**src/hw/rtl/sobc_pkg.sv**
```systemverilog
package sobc_pkg;

    localparam int SAMPLE_W        = 16;
    localparam int DATA_W          = 40;
    localparam int COEF_FRAC_BITS  = 22;
    localparam int STATE_FRAC_BITS = 16;
    localparam int NUM_SEC         = 3;
    localparam int NUM_DELAY       = 2 * NUM_SEC;
    localparam int NUM_COEF        = 4 * NUM_SEC + 1;
    localparam int SEC_W           = $clog2(NUM_SEC);
    localparam int DELAY_IDX_W     = $clog2(NUM_DELAY);
    localparam int COEF_IDX_W      = $clog2(NUM_COEF);

    localparam longint unsigned DEC_ONE = 64'd100000000000000;

    // Decimal coefficients scaled by 1e14, in the order the sequencer uses them:
    // gain, then per section -a1, -a2, b1, b2 (feedback terms pre-negated so
    // every product is added).
    localparam longint DEC_COEF [NUM_COEF] = '{
        64'sd3414078953606,
        64'sd48033201782190,  -64'sd86634101582270,
        64'sd165032341780200,  64'sd99008849090250,
        64'sd57590495725740,  -64'sd55046261887410,
        64'sd51155516318380,   64'sd99959211052690,
        64'sd73393951834220,  -64'sd20871364581170,
        64'sd4767870489813,    64'sd99999866624370
    };

    typedef enum logic [3:0] {
        ST_IDLE,
        ST_LOAD,
        ST_MUL_HI,
        ST_MUL_LO,
        ST_SUM,
        ST_ACC,
        ST_SAT_W,
        ST_SAT_Y,
        ST_GAIN_CLR,
        ST_SAT_G,
        ST_OUT
    } sobc_state_t;

    typedef struct packed {
        logic mul_hi;
        logic mul_lo;
        logic sum;
        logic acc_add;
        logic acc_load;
        logic acc_clear;
        logic acc_resat;
    } sobc_mac_ctrl_t;

    typedef struct packed {
        logic                   in_ready;
        logic                   src_x;
        logic [DELAY_IDX_W-1:0] delay_idx;
        logic [COEF_IDX_W-1:0]  coef_idx;
        logic                   w_store;
        logic                   y_store;
        logic                   g_store;
        logic                   out_load;
    } sobc_dp_ctrl_t;

    // Decimal constant to fixed point with frac fraction bits, round half away
    // from zero. Elaboration time only.
    function automatic longint to_fixed(input longint dec, input int frac);
        longint unsigned m;
        longint unsigned q;
        longint unsigned r;
        int              i;
        m = (dec < 0) ? longint'(-dec) : longint'(dec);
        q = m / DEC_ONE;
        r = m % DEC_ONE;
        for (i = 0; i < frac; i++)
        begin
            r = r << 1;
            q = q << 1;
            if (r >= DEC_ONE)
            begin
                r = r - DEC_ONE;
                q = q | 64'd1;
            end
        end
        if (2 * r >= DEC_ONE)
        begin
            q = q + 64'd1;
        end
        return (dec < 0) ? -longint'(q) : longint'(q);
    endfunction

endpackage

```
**src/hw/rtl/sobc_in_if.sv**
```systemverilog
interface sobc_in_if;
    logic                                valid;
    logic                                ready;
    logic signed [sobc_pkg::SAMPLE_W-1:0] sample_in;

    modport source (output valid, output sample_in, input ready);
    modport sink   (input valid, input sample_in, output ready);
endinterface

```
**src/hw/rtl/sobc_out_if.sv**
```systemverilog
interface sobc_out_if;
    logic                                valid;
    logic                                ready;
    logic signed [sobc_pkg::SAMPLE_W-1:0] sample_out;

    modport source (output valid, output sample_out, input ready);
    modport sink   (input valid, input sample_out, output ready);
endinterface

```
**src/hw/rtl/sixth_order_iir_biquad_cascade.sv**
```systemverilog
// Sixth-order IIR filter: three direct-form-II biquads in cascade with a
// fixed gain after the first, coefficients fixed at elaboration (Q2.22 by
// default), 40-bit state with 16 fraction bits, output truncated toward
// zero and saturated to 16 bits. One sample is in flight at a time: feed
// is ready only while the block is idle, which it reaches again once the
// last result has gone into the output register. The single shared 21x24
// multiplier forms each of the 13 products in two halves, each product
// passing through the multiply-high, multiply-low, sum and accumulate
// states in turn. A finished result waits in the output register, so the
// next sample can be taken while it is still pending.
module sixth_order_iir_biquad_cascade #(
    parameter int COEF_FRAC_BITS = sobc_pkg::COEF_FRAC_BITS
) (
    input  logic              clk,
    input  logic              rst_n,
    sobc_in_if.sink           feed,
    sobc_out_if.source        result
);

    localparam int DATA_W   = sobc_pkg::DATA_W;
    localparam int SAMPLE_W = sobc_pkg::SAMPLE_W;
    localparam int SF       = sobc_pkg::STATE_FRAC_BITS;
    localparam int COEF_W   = COEF_FRAC_BITS + 2;
    localparam int Q_W      = DATA_W - SF;

    sobc_pkg::sobc_mac_ctrl_t  mac_ctrl;
    sobc_pkg::sobc_dp_ctrl_t   dp_ctrl;

    logic signed [COEF_W-1:0]   coef_tab [sobc_pkg::NUM_COEF];
    logic signed [DATA_W-1:0]   delay_reg [sobc_pkg::NUM_DELAY];
    logic signed [DATA_W-1:0]   x_reg;
    logic signed [DATA_W-1:0]   w_reg;
    logic signed [DATA_W-1:0]   acc_sat;
    logic signed [DATA_W-1:0]   operand;
    logic signed [SAMPLE_W-1:0] sample_reg;
    logic                       out_valid_reg;
    logic                       out_free;
    logic                       in_xfer;
    logic [sobc_pkg::DELAY_IDX_W-1:0] d1_idx;
    logic [sobc_pkg::DELAY_IDX_W-1:0] d2_idx;
    logic signed [DATA_W-1:0]   x_shr;
    logic signed [Q_W-1:0]      q_trunc;
    logic [Q_W-SAMPLE_W:0]      q_top;
    logic signed [SAMPLE_W-1:0] q_sat;

    for (genvar i = 0; i < sobc_pkg::NUM_COEF; i++)
    begin : g_coef
        localparam longint FIX = sobc_pkg::to_fixed(sobc_pkg::DEC_COEF[i], COEF_FRAC_BITS);
        assign coef_tab[i] = FIX[COEF_W-1:0];
    end

    assign in_xfer      = feed.valid && feed.ready;
    assign feed.ready   = dp_ctrl.in_ready;
    assign out_free     = !out_valid_reg || result.ready;
    assign result.valid = out_valid_reg;
    assign result.sample_out = sample_reg;

    assign d1_idx  = {dp_ctrl.delay_idx[sobc_pkg::DELAY_IDX_W-1:1], 1'b0};
    assign d2_idx  = {dp_ctrl.delay_idx[sobc_pkg::DELAY_IDX_W-1:1], 1'b1};
    assign operand = dp_ctrl.src_x ? x_reg : delay_reg[dp_ctrl.delay_idx];

    // Final value: truncate toward zero, then clamp to the sample range.
    assign x_shr   = x_reg >>> SF;
    assign q_trunc = x_shr[Q_W-1:0] + Q_W'(x_reg[DATA_W-1] && (|x_reg[SF-1:0]));
    assign q_top   = q_trunc[Q_W-1:SAMPLE_W-1];

    always_comb
    begin
        if ((&q_top) || !(|q_top))
        begin
            q_sat = q_trunc[SAMPLE_W-1:0];
        end
        else
        begin
            q_sat = q_trunc[Q_W-1] ? {1'b1, {(SAMPLE_W-1){1'b0}}}
                                   : {1'b0, {(SAMPLE_W-1){1'b1}}};
        end
    end

    sobc_ctrl u_ctrl (
        .clk      (clk),
        .rst_n    (rst_n),
        .in_valid (feed.valid),
        .out_free (out_free),
        .mac_ctrl (mac_ctrl),
        .dp_ctrl  (dp_ctrl)
    );

    sobc_mac #(
        .COEF_FRAC_BITS (COEF_FRAC_BITS)
    ) u_mac (
        .clk      (clk),
        .rst_n    (rst_n),
        .ctrl     (mac_ctrl),
        .operand  (operand),
        .coef     (coef_tab[dp_ctrl.coef_idx]),
        .load_val (x_reg),
        .acc_sat  (acc_sat)
    );

    always_ff @(posedge clk)
    begin
        if (in_xfer)
        begin
            x_reg <= DATA_W'(feed.sample_in) <<< SF;
        end
        else if (dp_ctrl.y_store || dp_ctrl.g_store)
        begin
            x_reg <= acc_sat;
        end
        if (dp_ctrl.w_store)
        begin
            w_reg <= acc_sat;
        end
        if (dp_ctrl.out_load)
        begin
            sample_reg <= q_sat;
        end
    end

    always_ff @(posedge clk or negedge rst_n)
    begin
        if (!rst_n)
        begin
            for (int i = 0; i < sobc_pkg::NUM_DELAY; i++)
            begin
                delay_reg[i] <= '0;
            end
        end
        else if (dp_ctrl.y_store)
        begin
            delay_reg[d2_idx] <= delay_reg[d1_idx];
            delay_reg[d1_idx] <= w_reg;
        end
    end

    always_ff @(posedge clk or negedge rst_n)
    begin
        if (!rst_n)
        begin
            out_valid_reg <= 1'b0;
        end
        else if (dp_ctrl.out_load)
        begin
            out_valid_reg <= 1'b1;
        end
        else if (result.ready)
        begin
            out_valid_reg <= 1'b0;
        end
    end

    a_load_only_when_free: assert property (@(posedge clk) disable iff (!rst_n)
        dp_ctrl.out_load |-> (!out_valid_reg || result.ready))
        else $error("result register overwritten while pending");

    a_busy_after_accept: assert property (@(posedge clk) disable iff (!rst_n)
        in_xfer |=> !feed.ready)
        else $error("feed still ready after a transfer");

    a_valid_from_load: assert property (@(posedge clk) disable iff (!rst_n)
        $rose(result.valid) |-> $past(dp_ctrl.out_load))
        else $error("result valid without an output load");

endmodule

```
**src/hw/rtl/sobc_mac.sv**
```systemverilog
module sobc_mac #(
    parameter int COEF_FRAC_BITS = sobc_pkg::COEF_FRAC_BITS
) (
    input  logic                                 clk,
    input  logic                                 rst_n,
    input  sobc_pkg::sobc_mac_ctrl_t             ctrl,
    input  logic signed [sobc_pkg::DATA_W-1:0]   operand,
    input  logic signed [COEF_FRAC_BITS+1:0]     coef,
    input  logic signed [sobc_pkg::DATA_W-1:0]   load_val,
    output logic signed [sobc_pkg::DATA_W-1:0]   acc_sat
);

    localparam int DATA_W  = sobc_pkg::DATA_W;
    localparam int COEF_W  = COEF_FRAC_BITS + 2;
    localparam int HALF_W  = DATA_W / 2;
    localparam int LO_W    = DATA_W - HALF_W;
    localparam int MUL_A_W = LO_W + 1;
    localparam int MUL_W   = MUL_A_W + COEF_W;
    localparam int PROD_W  = DATA_W + COEF_W;
    localparam int ACC_W   = DATA_W + 4;

    logic signed [MUL_A_W-1:0] mul_a;
    logic signed [MUL_W-1:0]   mul_reg;
    logic signed [MUL_W-1:0]   hi_reg;
    logic signed [PROD_W-1:0]  prod_reg;
    logic signed [ACC_W-1:0]   acc_reg;
    logic signed [ACC_W-1:0]   acc_next;
    logic signed [PROD_W-1:0]  prod_shr;
    logic signed [ACC_W-1:0]   prod_q;
    logic                      prod_corr;
    logic [ACC_W-DATA_W:0]     acc_top;
    logic                      acc_ovf;

    // Data split into a signed upper half and an unsigned lower half, one
    // half per pass through the multiplier.
    assign mul_a = ctrl.mul_hi
                   ? MUL_A_W'(signed'(operand[DATA_W-1:LO_W]))
                   : MUL_A_W'(signed'({1'b0, operand[LO_W-1:0]}));

    // Truncation toward zero: arithmetic shift plus one for negative
    // products with discarded bits.
    assign prod_shr  = prod_reg >>> COEF_FRAC_BITS;
    assign prod_q    = prod_shr[ACC_W-1:0];
    assign prod_corr = prod_reg[PROD_W-1] && (|prod_reg[COEF_FRAC_BITS-1:0]);

    assign acc_top = acc_reg[ACC_W-1:DATA_W-1];
    assign acc_ovf = !((&acc_top) || !(|acc_top));

    always_comb
    begin
        if (acc_ovf)
        begin
            acc_sat = acc_reg[ACC_W-1] ? {1'b1, {(DATA_W-1){1'b0}}}
                                       : {1'b0, {(DATA_W-1){1'b1}}};
        end
        else
        begin
            acc_sat = acc_reg[DATA_W-1:0];
        end
    end

    always_comb
    begin
        acc_next = acc_reg;
        if (ctrl.acc_load)
        begin
            acc_next = ACC_W'(load_val);
        end
        else if (ctrl.acc_clear)
        begin
            acc_next = '0;
        end
        else if (ctrl.acc_resat)
        begin
            acc_next = ACC_W'(acc_sat);
        end
        else if (ctrl.acc_add)
        begin
            acc_next = acc_reg + prod_q + ACC_W'(prod_corr);
        end
    end

    always_ff @(posedge clk)
    begin
        if (ctrl.mul_hi || ctrl.mul_lo)
        begin
            mul_reg <= mul_a * coef;
        end
        if (ctrl.mul_lo)
        begin
            hi_reg <= mul_reg;
        end
        if (ctrl.sum)
        begin
            prod_reg <= (PROD_W'(hi_reg) <<< HALF_W) + PROD_W'(mul_reg);
        end
    end

    always_ff @(posedge clk or negedge rst_n)
    begin
        if (!rst_n)
        begin
            acc_reg <= '0;
        end
        else
        begin
            acc_reg <= acc_next;
        end
    end

endmodule

```
**src/hw/rtl/sobc_ctrl.sv**
```systemverilog
module sobc_ctrl (
    input  logic                          clk,
    input  logic                          rst_n,
    input  logic                          in_valid,
    input  logic                          out_free,
    output sobc_pkg::sobc_mac_ctrl_t      mac_ctrl,
    output sobc_pkg::sobc_dp_ctrl_t       dp_ctrl
);

    localparam int SEC_W      = sobc_pkg::SEC_W;
    localparam int COEF_IDX_W = sobc_pkg::COEF_IDX_W;

    sobc_pkg::sobc_state_t state_reg;
    sobc_pkg::sobc_state_t state_next;
    logic [SEC_W-1:0]      sec_reg;
    logic [SEC_W-1:0]      sec_next;
    logic [1:0]            term_reg;
    logic [1:0]            term_next;
    logic                  gain_reg;
    logic                  gain_next;

    always_comb
    begin
        state_next = state_reg;
        sec_next   = sec_reg;
        term_next  = term_reg;
        gain_next  = gain_reg;
        case (state_reg)
            sobc_pkg::ST_IDLE:
            begin
                if (in_valid)
                begin
                    state_next = sobc_pkg::ST_LOAD;
                    sec_next   = '0;
                end
            end
            sobc_pkg::ST_LOAD:
            begin
                state_next = sobc_pkg::ST_MUL_HI;
                term_next  = 2'd0;
                gain_next  = 1'b0;
            end
            sobc_pkg::ST_MUL_HI:
            begin
                state_next = sobc_pkg::ST_MUL_LO;
            end
            sobc_pkg::ST_MUL_LO:
            begin
                state_next = sobc_pkg::ST_SUM;
            end
            sobc_pkg::ST_SUM:
            begin
                state_next = sobc_pkg::ST_ACC;
            end
            sobc_pkg::ST_ACC:
            begin
                if (gain_reg)
                begin
                    state_next = sobc_pkg::ST_SAT_G;
                end
                else if (term_reg == 2'd1)
                begin
                    state_next = sobc_pkg::ST_SAT_W;
                end
                else if (term_reg == 2'd3)
                begin
                    state_next = sobc_pkg::ST_SAT_Y;
                end
                else
                begin
                    state_next = sobc_pkg::ST_MUL_HI;
                    term_next  = term_reg + 2'd1;
                end
            end
            sobc_pkg::ST_SAT_W:
            begin
                state_next = sobc_pkg::ST_MUL_HI;
                term_next  = 2'd2;
            end
            sobc_pkg::ST_SAT_Y:
            begin
                if (sec_reg == '0)
                begin
                    state_next = sobc_pkg::ST_GAIN_CLR;
                end
                else if (sec_reg == SEC_W'(sobc_pkg::NUM_SEC - 1))
                begin
                    state_next = sobc_pkg::ST_OUT;
                end
                else
                begin
                    state_next = sobc_pkg::ST_LOAD;
                    sec_next   = sec_reg + 1'b1;
                end
            end
            sobc_pkg::ST_GAIN_CLR:
            begin
                state_next = sobc_pkg::ST_MUL_HI;
                gain_next  = 1'b1;
            end
            sobc_pkg::ST_SAT_G:
            begin
                state_next = sobc_pkg::ST_LOAD;
                sec_next   = SEC_W'(1);
            end
            sobc_pkg::ST_OUT:
            begin
                if (out_free)
                begin
                    state_next = sobc_pkg::ST_IDLE;
                end
            end
            default:
            begin
                state_next = sobc_pkg::ST_IDLE;
            end
        endcase
    end

    always_comb
    begin
        mac_ctrl           = '0;
        dp_ctrl            = '0;
        dp_ctrl.src_x      = gain_reg;
        dp_ctrl.delay_idx  = {sec_reg, term_reg[0]};
        dp_ctrl.coef_idx   = gain_reg ? '0
                             : COEF_IDX_W'({sec_reg, term_reg}) + COEF_IDX_W'(1);
        case (state_reg)
            sobc_pkg::ST_IDLE:     dp_ctrl.in_ready   = 1'b1;
            sobc_pkg::ST_LOAD:     mac_ctrl.acc_load  = 1'b1;
            sobc_pkg::ST_MUL_HI:   mac_ctrl.mul_hi    = 1'b1;
            sobc_pkg::ST_MUL_LO:   mac_ctrl.mul_lo    = 1'b1;
            sobc_pkg::ST_SUM:      mac_ctrl.sum       = 1'b1;
            sobc_pkg::ST_ACC:      mac_ctrl.acc_add   = 1'b1;
            sobc_pkg::ST_SAT_W:
            begin
                mac_ctrl.acc_resat = 1'b1;
                dp_ctrl.w_store    = 1'b1;
            end
            sobc_pkg::ST_SAT_Y:    dp_ctrl.y_store    = 1'b1;
            sobc_pkg::ST_GAIN_CLR: mac_ctrl.acc_clear = 1'b1;
            sobc_pkg::ST_SAT_G:    dp_ctrl.g_store    = 1'b1;
            sobc_pkg::ST_OUT:      dp_ctrl.out_load   = out_free;
            default:               dp_ctrl.in_ready   = 1'b0;
        endcase
    end

    always_ff @(posedge clk or negedge rst_n)
    begin
        if (!rst_n)
        begin
            state_reg <= sobc_pkg::ST_IDLE;
            sec_reg   <= '0;
            term_reg  <= '0;
            gain_reg  <= 1'b0;
        end
        else
        begin
            state_reg <= state_next;
            sec_reg   <= sec_next;
            term_reg  <= term_next;
            gain_reg  <= gain_next;
        end
    end

endmodule
```
**src/flat_wrapper.sv**
```systemverilog
// flat-port wrapper written by rule: the top's interface ports become plain ports
module sixth_order_iir_biquad_cascade_flat 
#(
    parameter int COEF_FRAC_BITS = sobc_pkg::COEF_FRAC_BITS
)
  (clk, rst_n, feed_valid, feed_sample_in, feed_ready, result_valid, result_sample_out, result_ready);
  sobc_in_if feed_i ();
  sobc_out_if result_i ();
  input  logic clk;
  input  logic rst_n;
  input wire logic [$bits(feed_i.valid)-1:0] feed_valid;
  input wire logic [$bits(feed_i.sample_in)-1:0] feed_sample_in;
  output wire logic [$bits(feed_i.ready)-1:0] feed_ready;
  output wire logic [$bits(result_i.valid)-1:0] result_valid;
  output wire logic [$bits(result_i.sample_out)-1:0] result_sample_out;
  input wire logic [$bits(result_i.ready)-1:0] result_ready;
  assign feed_i.valid = feed_valid;
  assign feed_i.sample_in = feed_sample_in;
  assign feed_ready = feed_i.ready;
  assign result_valid = result_i.valid;
  assign result_sample_out = result_i.sample_out;
  assign result_i.ready = result_ready;
  sixth_order_iir_biquad_cascade #(.COEF_FRAC_BITS(COEF_FRAC_BITS)) u_core (.clk(clk), .rst_n(rst_n), .feed(feed_i), .result(result_i));
endmodule
```
**config.mk**
```make
export PLATFORM = sky130hd
export DESIGN_NAME = sixth_order_iir_biquad_cascade_flat
export DESIGN_NICKNAME = d
export VERILOG_FILES = /design/src/hw/rtl/sobc_pkg.sv /design/src/hw/rtl/sobc_in_if.sv /design/src/hw/rtl/sobc_out_if.sv /design/src/hw/rtl/sixth_order_iir_biquad_cascade.sv /design/src/hw/rtl/sobc_mac.sv /design/src/hw/rtl/sobc_ctrl.sv /design/src/flat_wrapper.sv
export SDC_FILE = /design/constraint.sdc
export NUM_CORES = 2
export LEC_CHECK = 0
export BUFFER_PORTS_ARGS = -buffer_cell sky130_fd_sc_hd__buf_2
export CORE_MARGIN = 4
export CORE_UTILIZATION = 65
export DETAILED_ROUTE_END_ITERATION = 10
export GPL_TIMING_DRIVEN = 0
export PLACE_DENSITY = 0.82
export SLEW_MARGIN = 20
export SYNTH_ARGS = -nofsm -noshare
export SYNTH_HDL_FRONTEND = slang
export SYNTH_HIERARCHICAL = 1
export SYNTH_SLANG_ARGS = --single-unit
```
**constraint.sdc**
```tcl
create_clock -name clk -period 11.7 [get_ports clk]
set_input_delay 2.34 -clock clk [delete_from_list [all_inputs] [get_ports clk]]
set_output_delay 2.34 -clock clk [all_outputs]
set_load 0.03 [all_outputs]
```
==> results.yml <==
clock_tree:
  cts_hold_buf: 0
  clock_latency_ns: 0.62
  clock_path_buffers: 3
  htree_levels: 2
  cts_sinks: 543
  post-cts-setup-buffers: 0
  cts_tree: "yes"
  clk_pin_slew_worst_paths_ns: 0.06
  clockRootBuffer: "clkbuf_16"
  ctsResizeCount: 0
  numCtsBuffers: 55
worst_hold_path:
  hold_class: "reg -> reg"
  holdPathStages: 0
  min-delay-start: "u_core/u_mac/mul_reg[16]"
yosys:
  synthArstFlopShare_pct: 54.1
  synth_area_um2: 46800
  synth_xor_area_share_pct: 2.56
  synth_fa_ha_area_share_pct: 28.0
  syn_nets: 5502
  synthCells: 4746
  yosysSeqAreaShare_pct: 31.4
  synth-edff-count: 233
  syn_avg_cell_area_um2: 9.86
  ys.flop_type: "dfrtp_1"
  synth_compound_area_share_pct: 11.8
  synthSimpleGateAreaFrac_pct: 13.1
  synth.area.top_cells: "fa_1 (22%), dfrtp_1 (16%), edfxtp_1 (15%), ha_1 (5.8%), inv_1 (5.0%)"
  synth_seq_cells: 543
  synthMuxAreaShare_pct: 6.09
  synth_top_family_by_area: "adder cells"
  yosysWarnings: 6
  yosysTopAreaCell: "fa_1"
  synthDistinctLibCells: 94
  synth_top_area_share_pct: 22.2
timing:
  final_hold_viol_count: 0
  fmax_mhz: 88.4
  tightest_slew_ns: 1.13
  fin_skew_ns: 0.0248
  timing.hold.ws_ns: 0.439
  relSlewSlack_pct: 24.7
  fin_setup_tns_ns: 0
  maxSlewViolCount: 0
  period_share_pct: 96.7
  rsz0062_at_grt: "no"
  setup_viol: 0
  final.min_clock_period_ns: 11.32
setup_path:
  r2r_slack_ns: 0.38
  critPathLaunchType: "register"
  crit_path_max_fanout: 10
  cp.arrival_ns: 11.66
  path_class: "reg -> reg"
  end_kind: "register"
  ff2ff_path_depth: 31
  slowest_stage: "fa_1"
  cp_data_required_time_ns: 12.05
  crit_path_max_incr_delay_ns: 0.84
  worst_path_most_repeated_cell: "fa_1"
  crit_start: "u_core/u_ctrl/sec_reg[0]"
  regToRegStartpoint: "u_core/u_ctrl/sec_reg[0]"
grt:
  grt_use_total_pct: 34.3
  grt_max_degree: 99
  grt_pass1_vias: 37000
  gr-total-overflow: 0
  grt_first_pass_wirelength_um: 205000
  antenna_found_initial: 4
die:
  coreArea_um2: 71500
  die_area_um2: 76400
  start_util_pct: 65.5
  rows: 98
  die_h_um: 276
  io_pins: 38
  die_w_um: 276
drt:
  avgViaCountPerCell: 6.22
  drtPass1Iterations: 10
  vias: 36400
  routed_wl_um: 132000
  drtAntennaViolNets: 0
  route.detailed.drc: 0
  avgRoutedWirePerCell_um: 22.5
  drtIter0Drc: 3742
cells_and_area:
  drive_gt1_share_pct: 8.24
  largest_register_ffs: 240
  fin_nets: 5612
  postLayoutCoreUtil_pct: 70.4
  area_growth_pct: 7.47
placed_design:
  place_hpwl_um: 104000
  gp_congestion: 0.983
  portBuffers: 37
run_status:
  outcome: "complete, no violations"
run:
  cap_violations: 0
[layout make-up]
type | instances | area (µm²)
diodes | 3 | 7.51
plain buffers | 246 | 985
clock buffers | 67 | 1470
clock inverters | 35 | 389
fillers | 5169 | 21200
inverters | 631 | 2370
multi-input cells | 3326 | 28800
flip-flops and latches | 543 | 14700
well taps | 950 | 1190
repair buffers | 53 | 403
[worst max-delay path, delay by kind of cell, from the launching register on]
kind,cells,cell delay (ns)
fa+ha+maj,8,4.49
buf+inv,9,2.50
compound gates,8,1.97
mux,3,1.14
flops,1,0.50
simple gates,2,0.33
xor+xnor,1,0.10
[per-stage QoR]
stage	instance area, µm²	setup slack [ns]	instances
finish	50300	0.385	5854
global route	50300	0.0472	5851
CTS	50300	0.351	5851
detailed placement	48400	0.376	5749
global placement	48200	0.618	5733
floorplan	46800	2.81	4746
[synth_stat cells (15+ instances only)]
master    instances
inv_1           629
nand2_1         563
fa_1            519
a21oi_1         310
dfrtp_1         294
nor2_1          281
edfxtp_1        233
o21ai_0         226
ha_1            217
clkbuf_1        206
mux2_2          176
and2_1          151
xnor2_1          96
a21o_1           89
nor2b_1          89
mux2i_1          87
nand3_1          46
xor2_1           41
nor3_1           31
nand2b_1         29
or2_2            29
buf_1            25
o21bai_1         23
a22o_1           22
a221oi_1         19
o31ai_1          19
and3_1           18
o21a_1           17
dfxtp_1          16
o211ai_1         16
a211oi_1         15
a31oi_1          15
[layer usage]
layer  global-route usage [%]  share of wire [%]  vias to the layer above
met2                     56.5                 47                     1954
met5                        0                  0                        -
met4                     20.7                7.5                        0
li1                         -                  -                    15900
met3                     5.89                8.9                      525
met1                     42.8                 36                    18100
[cell families after synthesis]
group                    after synthesis
multiplexers                         263
AND/OR/NAND/NOR                     1312
XOR/XNOR                             137
flip-flops                           543
adder cells (fa/ha/maj)              736
buffers and inverters                877
AO/OA/AOI/OAI                        878
[placed cells by master (no fill, tap or decap), types with 214 or more instances in the layout]
cell,netlist,final
nand2_1,563,563
nor2_1,281,280
fa_1,519,519
o21ai_0,226,226
a21oi_1,310,310
ha_1,217,217
inv_1,629,629
dfrtp_1,294,294
edfxtp_1,233,233
clkbuf_1,206,214
[final timing paths]
kind,to
min,u_core/u_mac/prod_reg[16]
min reg2reg,u_core/u_mac/prod_reg[16]
min in group asynchronous,u_core/delay_reg[153]
max in group asynchronous,u_core/u_ctrl/term_reg[1]
max,u_core/u_mac/mul_reg[44]
max reg2reg,u_core/u_mac/mul_reg[44]
Power is left out: the tool's default activity adds up to more than one toggle a clock period on the data nets, which glitch-free logic cannot reach.
